**config.mk**
```make
export PLATFORM = sky130hd
export DESIGN_NAME = slwp_core
export DESIGN_NICKNAME = d
export VERILOG_FILES = /design/src/rtl/slwp_pkg.sv /design/src/rtl/slwp_core.sv
export SDC_FILE = /design/constraint.sdc
export NUM_CORES = 1
export LEC_CHECK = 0
export BUFFER_PORTS_ARGS = -buffer_cell sky130_fd_sc_hd__buf_2
export CAP_MARGIN = 20
export CORE_UTILIZATION = 36
export DETAILED_ROUTE_END_ITERATION = 6
export REMOVE_ABC_BUFFERS = 1
export SYNTH_ARGS = -nofsm -noshare
export SYNTH_HDL_FRONTEND = slang
export SYNTH_SLANG_ARGS = --single-unit
```
**constraint.sdc**
```tcl
create_clock -name i_clk -period 11.2 [get_ports i_clk]
set_input_delay 2.24 -clock i_clk [delete_from_list [all_inputs] [get_ports i_clk]]
set_output_delay 2.24 -clock i_clk [all_outputs]
set_load 0.03 [all_outputs]
```
**src/rtl/slwp_pkg.sv**
```systemverilog
package slwp_pkg;

    localparam int TIME_W = 32;
    localparam int WIN_W  = 26;
    localparam int PCT_W  = 7;

    // window / 100 fits in 20 bits for any 26-bit window
    localparam int QUOT_W = 20;
    localparam int P1_W   = QUOT_W + PCT_W;
    localparam int P2_W   = 2 * PCT_W;

    localparam logic [PCT_W-1:0] FULL_PERCENT = 7'd100;
    localparam logic [PCT_W-1:0] PCT_MAX      = 7'd127;

    localparam int WINDOW_RESET_MS = 1 * 60 * 1000;
    localparam logic [WIN_W-1:0]  WINDOW_RESET = WIN_W'(WINDOW_RESET_MS);
    localparam logic [QUOT_W-1:0] QUOT_RESET   = QUOT_W'(WINDOW_RESET_MS / 100);
    localparam logic [PCT_W-1:0]  REM_RESET    = PCT_W'(WINDOW_RESET_MS % 100);

    // ceil(2^32 / 100): exact floor(w / 100) for any w below 2^30
    localparam logic [WIN_W-1:0] RECIP_100   = 26'd42949673;
    localparam int               RECIP_SHIFT = 32;

    // ceil(2^19 / 100): exact floor(x / 100) for x below 99 * 99 + 1
    localparam int               SMALL_W     = 13;
    localparam logic [SMALL_W-1:0] RECIP_SMALL = 13'd5243;
    localparam int               SMALL_SHIFT = 19;
    localparam int               SMALL_PROD_W = P2_W + SMALL_W;
    localparam int               DIV_W       = SMALL_PROD_W - SMALL_SHIFT;

    typedef enum logic [1:0] {
        PH_START = 2'd0,
        PH_WAIT  = 2'd1,
        PH_HIGH  = 2'd2,
        PH_LOW   = 2'd3
    } t_phase;

    typedef struct packed {
        logic [WIN_W-1:0]  window;
        logic [QUOT_W-1:0] quot;
        logic [PCT_W-1:0]  rem;
    } t_win_cfg;

endpackage

```
**src/rtl/slwp_core.sv**
```systemverilog
module slwp_core import slwp_pkg::*; (
    input  logic              i_clk,
    input  logic              i_rst_n,
    input  logic              i_adv,
    input  logic [TIME_W-1:0] i_time,
    input  logic [PCT_W-1:0]  i_duty,
    input  t_win_cfg          i_cfg,
    output logic              o_level
);

    t_phase r_phase;
    t_phase n_phase;
    t_phase w_eff_phase;

    logic [TIME_W-1:0] r_start;
    logic [TIME_W-1:0] r_end_m1;
    logic [P1_W-1:0]   r_p1;
    logic [P2_W-1:0]   r_p2;

    logic [PCT_W-1:0]        w_k;
    logic [P1_W-1:0]         w_p1;
    logic [P2_W-1:0]         w_p2;
    logic [SMALL_PROD_W-1:0] w_small;
    logic [DIV_W-1:0]        w_div;
    logic [TIME_W-1:0]       w_switch;
    logic [TIME_W-1:0]       w_end_m1;
    logic                    w_duty_full;
    logic                    w_duty_zero;

    // time at or before the window start restarts the window
    always_comb begin
        if (r_phase != PH_START && i_time <= r_start) begin
            w_eff_phase = PH_START;
        end else begin
            w_eff_phase = r_phase;
        end
    end

    assign w_k  = FULL_PERCENT - i_duty;
    assign w_p1 = {{(P1_W-QUOT_W){1'b0}}, i_cfg.quot} * {{(P1_W-PCT_W){1'b0}}, w_k};
    assign w_p2 = {{(P2_W-PCT_W){1'b0}}, i_cfg.rem} * {{(P2_W-PCT_W){1'b0}}, w_k};

    // off time = quot*k + floor(rem*k / 100), folded onto the start time
    assign w_small  = {{SMALL_W{1'b0}}, r_p2} * {{P2_W{1'b0}}, RECIP_SMALL};
    assign w_div    = w_small[SMALL_SHIFT +: DIV_W];
    assign w_switch = r_start + {{(TIME_W-P1_W){1'b0}}, r_p1}
                      + {{(TIME_W-DIV_W){1'b0}}, w_div};
    assign w_end_m1 = i_time + {{(TIME_W-WIN_W){1'b0}}, i_cfg.window} - TIME_W'(1);

    assign w_duty_zero = (i_duty == '0);

    always_comb begin
        w_duty_full = i_duty inside {[FULL_PERCENT:PCT_MAX]};
    end

    always_comb begin
        n_phase = w_eff_phase;
        case (w_eff_phase)
            PH_START: begin
                if (w_duty_zero) begin
                    n_phase = PH_LOW;
                end else if (w_duty_full) begin
                    n_phase = PH_HIGH;
                end else begin
                    n_phase = PH_WAIT;
                end
            end
            PH_WAIT: begin
                if (i_time >= w_switch) begin
                    n_phase = PH_HIGH;
                end
            end
            PH_HIGH, PH_LOW: begin
                if (i_time >= r_end_m1) begin
                    n_phase = PH_START;
                end
            end
            default: n_phase = PH_START;
        endcase
    end

    always_comb begin
        case (w_eff_phase)
            PH_START: o_level = w_duty_full;
            PH_WAIT:  o_level = (i_time >= w_switch);
            PH_HIGH:  o_level = 1'b1;
            PH_LOW:   o_level = 1'b0;
            default:  o_level = 1'b0;
        endcase
    end

    always_ff @(posedge i_clk) begin
        if (!i_rst_n) begin
            r_phase <= PH_START;
        end else if (i_adv) begin
            r_phase <= n_phase;
        end
    end

    always_ff @(posedge i_clk) begin
        if (i_adv && w_eff_phase == PH_START) begin
            r_start  <= i_time;
            r_end_m1 <= w_end_m1;
            r_p1     <= w_p1;
            r_p2     <= w_p2;
        end
    end

endmodule

```
Word-level counts from Yosys, hierarchy flattened:

Cells that the tools add are included.

* $add $sub $neg: 5
* multiply operators: 3
* magnitude comparators: 5
* equal/unequal tests: 3
* muxes and demuxes: 7
* reductions and logical operators: 7

Operator list (number)
* $ge 32x32->1: 2
* $add 32x26->32: 1
* $add 32x27->32: 1
* $add 32x8->32: 1
* $le 32x32->1: 1
* $sub 32x1->32 const B: 1
* $mul 14x13->27 const B: 1
* $mul 20x7->27: 1
* $mul 7x7->14: 1
* $mux 2: 5
* $ge 7x7->1 const B: 1
* $le 7x7->1 const B: 1
* $logic_not 7->1: 1
* $sub 7x7->7 const A: 1
* $pmux 2 s3: 1
* $eq 2x2->1 const B: 2
* $pmux 1 s4: 1
* $logic_and 1x1->1: 3
* $eq 2x1->1 const B: 1
* $logic_not 2->1: 1
* $reduce_bool 2->1: 1
* $reduce_or 2->1: 1

* logic and storage cells: 35
* bits in registers: 107

Logic depth before layout (Yosys ltp):

* depth after elaboration: 6
* mapped depth: 39

Least setup slack after synthesis:

Ideal clock, no wire load.

* kind: reg-to-output
* start point: register r_p2[9]
* end point: output o_level
* cell stages (with the launch flop): 36
* arrival time: 8.415 ns
* setup slack: 0.545 ns
* buffers on the path: 0
* cells stage by stage: edfxtp_1 -> fa_1 -> ha_1 -> inv_1 -> fa_1 -> inv_1 -> fa_1 -> inv_1 -> fa_1 -> inv_1 -> ha_1 -> a21oi_1 -> o21ai_0 -> a221oi_1 -> a21boi_0 -> nor2b_1 -> nor2_1 -> xnor2_1 -> fa_1 -> ha_1 -> a211oi_1 -> o21ai_0 -> a21oi_1 -> a21oi_1 -> o211ai_1 -> a21oi_1 -> nor4b_1 -> a211oi_1 -> ha_1 -> nand4_1 -> or4_1 -> a2111oi_0 -> o31ai_1 -> nor2b_1 -> o211ai_1 -> and2_1

* cells in the longest elaborated chain, start to end: 4

Ends and longest elaborated chain
* from (decl): line slwp_core.sv:18 `logic [P2_W-1:0] r_p2;`
* from (signal assigned): line slwp_core.sv:105 `r_p2 <= w_p2;`
* $mul 14x13->27: line slwp_core.sv:44 `assign w_small = {{SMALL_W{1'b0}}, r_p2} * {{P2_W{1'b0}}, RECIP_SMALL};`
* $add 32x8->32: line slwp_core.sv:47 `+ {{(TIME_W-DIV_W){1'b0}}, w_div};`
* $ge 32x32->1: line slwp_core.sv:85 `PH_WAIT: o_level = (i_time >= w_switch);`
* $pmux 1 s4: line slwp_core.sv:83 `case (w_eff_phase)`
* to (decl): line slwp_core.sv:8 `output logic o_level`

No other way between the ends.

Worst setup path in the final report:

* start point: register r_p2[10]
* end point: output o_level

The elaborated chain is that of the path after synthesis.

==> run summary <==
DRT antenna net count: 0
Clk_lat worst skew: 380 ps
Clock Path Buffers: 2
Non-Filler Instances: 2914
Placed cell count: 2891
Full die area: 53100 sq um
# rows: 83
Layout Skew: 16.7 ps
Synth top cells by count: inv_1, ha_1, nand2_1
CP bufs+invs: 7
Vias per cell: 4.95
DR WL/cell: 14.3 um
Hold-fix buffers, CTS: 0
Gp weighted congestion: 0.878
Crit-path most repeated cell: fa_1
Worst path top cell family by delay: adder cells
Largest net degree at the start of global routing: 89
Fin crit period: 11380 ps
Overall Global Routing Usage: 0.163
Top post-synthesis cells by area: ha_1, fa_1, edfxtp_1, inv_1, nand2_1
Root Driver: clkbuf_16
Final Max Tran Viols: 0
Routed wire length: 41700 um
Register-to-register setup slack: 2290 ps
Max_cap viols: 0
RSZ-0062 raised after global routing: true
I/O pin cnt: 96
FILL cells: 5077
Area grow syn2layout: 12.6%
Crit path launch type: register
Cell Area, Synth: 18800 sq um
Inserted Clock Buffers: 9
H-tree depth: 3
Crit path DAT: 9140 ps
Initial core utilization: 0.366
Max transition margin: 0.270
Count of nets after finishing: 2883
PnR worst setup slack: -182 ps
GRT Residual Overflow: 0
Layout cells sized above 1: 0.107
Status: finished, violations left
Worst Setup End Kind: output port
Clock transition at path regs: 80 ps
Hold Path Class: reg -> reg
Clock sinks: 107
Slowest stage delay, CP: 560 ps
Vias in the first global route: 14900
I/O Buffers: 95
Max FO, Critical Path: 5
Yosys Warn Count: 0
Achievable frequency: 87.9 MHz
Failing checks: negative setup slack
Final Hold Fails: 0
Die span in x: 230 um
Yosys cell types: 78
Asr flop ratio synth: 0
Synthesized instance count: 2069
Syn Area/Cell: 9.08 sq um
Post-synth EDFFs: 105
Count leader, synth: inv_1
Slowest cell on crit path: fa_1
Layout Utilization: 0.412
Post-synthesis sequential area ratio: 0.170
CTS tree: done
# setup viols final: 1
Initial DRC count: 581
CP Data Required Time: 8960 ps
Proportion of netlist area held by the largest area contributor: 0.248
Setup CP Type: reg -> out
Most used DFF post-synth: edfxtp_1
Part of the cycle the worst path needs: 1.02
# DRC: 0
FF+latch count, synth: 107
Core region area: 51400 sq um
Post-DP HPWL: 35500 um
Via count: 14400
DRT Pass-1 Iters: 5
First-pass GRT wire length: 70900 um
Largest area contributor in the netlist: ha_1
ANT cells: 0
Vert. Die Dim: 230 um
Initial antenna violation count: 0
Worst slew pin tran: 1100 ps
==> state kept, by name (all words and copies together), names as in the netlist <==
name,count
r_p1,27
r_p2,14
r_phase,2
r_start,32
r_end_m1,32
==> worst reg2reg max path: cells and delay by family, from the launching register on <==
family	cells	cell delay, ps
adders and majority gates	9	3690
buffers and inverters	8	990
and+or+nand+nor	8	1130
xor gates and xnor gates	2	300
AOI/OAI and AO/OA	13	2200
DFF	1	510
==> cell families (layout without fill, tap and decap cells) <==
kind of cell / Yosys count / in the layout / synth area share
AOI/OAI and AO/OA: 350 / 350 / 0.122
xor gates and xnor gates: 89 / 89 / 0.0415
adders and majority gates: 559 / 559 / 0.446
buffers and inverters: 461 / 626 / 0.0921
DFF: 107 / 107 / 0.170
muxes: 2 / 2 / 0.00113
and+or+nand+nor: 501 / 501 / 0.127
==> cells in the final DEF (no fill, tap or decap), types with 4 or more instances in the layout <==
master,instances
fa_1,186
ha_1,368
a41oi_1,4
o21bai_1,11
a22oi_1,5
a21oi_2,5
nor4_1,9
o21ai_1,7
and2_1,59
a21oi_1,110
nor2b_1,14
and3_1,15
clkbuf_16,9
ha_4,4
nand2_1,198
or3_1,10
a211oi_2,5
edfxtp_1,105
inv_1,441
o211ai_1,9
buf_2,94
buf_4,71
o21a_1,14
xor2_1,21
nor3_1,25
xnor2_2,4
o21ai_0,71
nand2b_1,12
nor2_1,90
o2111ai_1,5
a21o_1,35
nand4_1,25
a211oi_1,12
nand3_1,25
a31oi_1,6
xnor2_1,61
==> per-layer routing <==
metal  vias to the layer above  wire [um]  GRT usage
met5                         -          0          0
met4                         0        746     0.0435
met3                        46       1130     0.0195
met2                       186      21100      0.291
met1                      6956      18700      0.206
li1                       7229          -          -
==> through the flow <==
step	cell area [sq um]	TNS [ps]	hold slack, ps	setup WS [ps]
CTS	21100	-174	503	-174
floorplan	18700	0	469	545
global route	21200	-692	516	-692
global placement	20600	-286	487	-286
detailed placement	20600	-472	491	-472
finish	21200	-182	500	-182
==> final timing paths <==
check	startpoint	end	cells past startpoint
setup / recovery	r_p2[10]$_DFFE_PP_	o_level	38
hold / removal	r_phase[0]$_SDFFE_PN0P_	r_phase[0]$_SDFFE_PN0P_	2
setup reg to reg	r_p2[10]$_DFFE_PP_	r_phase[1]$_SDFFE_PN0P_	40
hold reg to reg	r_phase[0]$_SDFFE_PN0P_	r_phase[0]$_SDFFE_PN0P_	2
==> final cells by class <==
type	instances	area (sq um)	share of cell area
clock buffer	9	225	0.0106
clock inverter	7	93.8	0.00444
inverter	441	1660	0.0783
multi-input combinational	1501	14100	0.665
sequential	107	3190	0.151
tap	680	851	0.0402
timing repair buffer	169	1060	0.0503
==> repair_timing <==
item,4_1_cts,5_1_grt
endpoints found under the hold margin,0,0
setup endpoints to repair,1,1
gates resized for setup,32,1
pin swaps,22,3
setup buffers,6,1
Power is left out: the tool's default activity adds up to more than one toggle a clock period on the data nets, which glitch-free logic cannot reach.
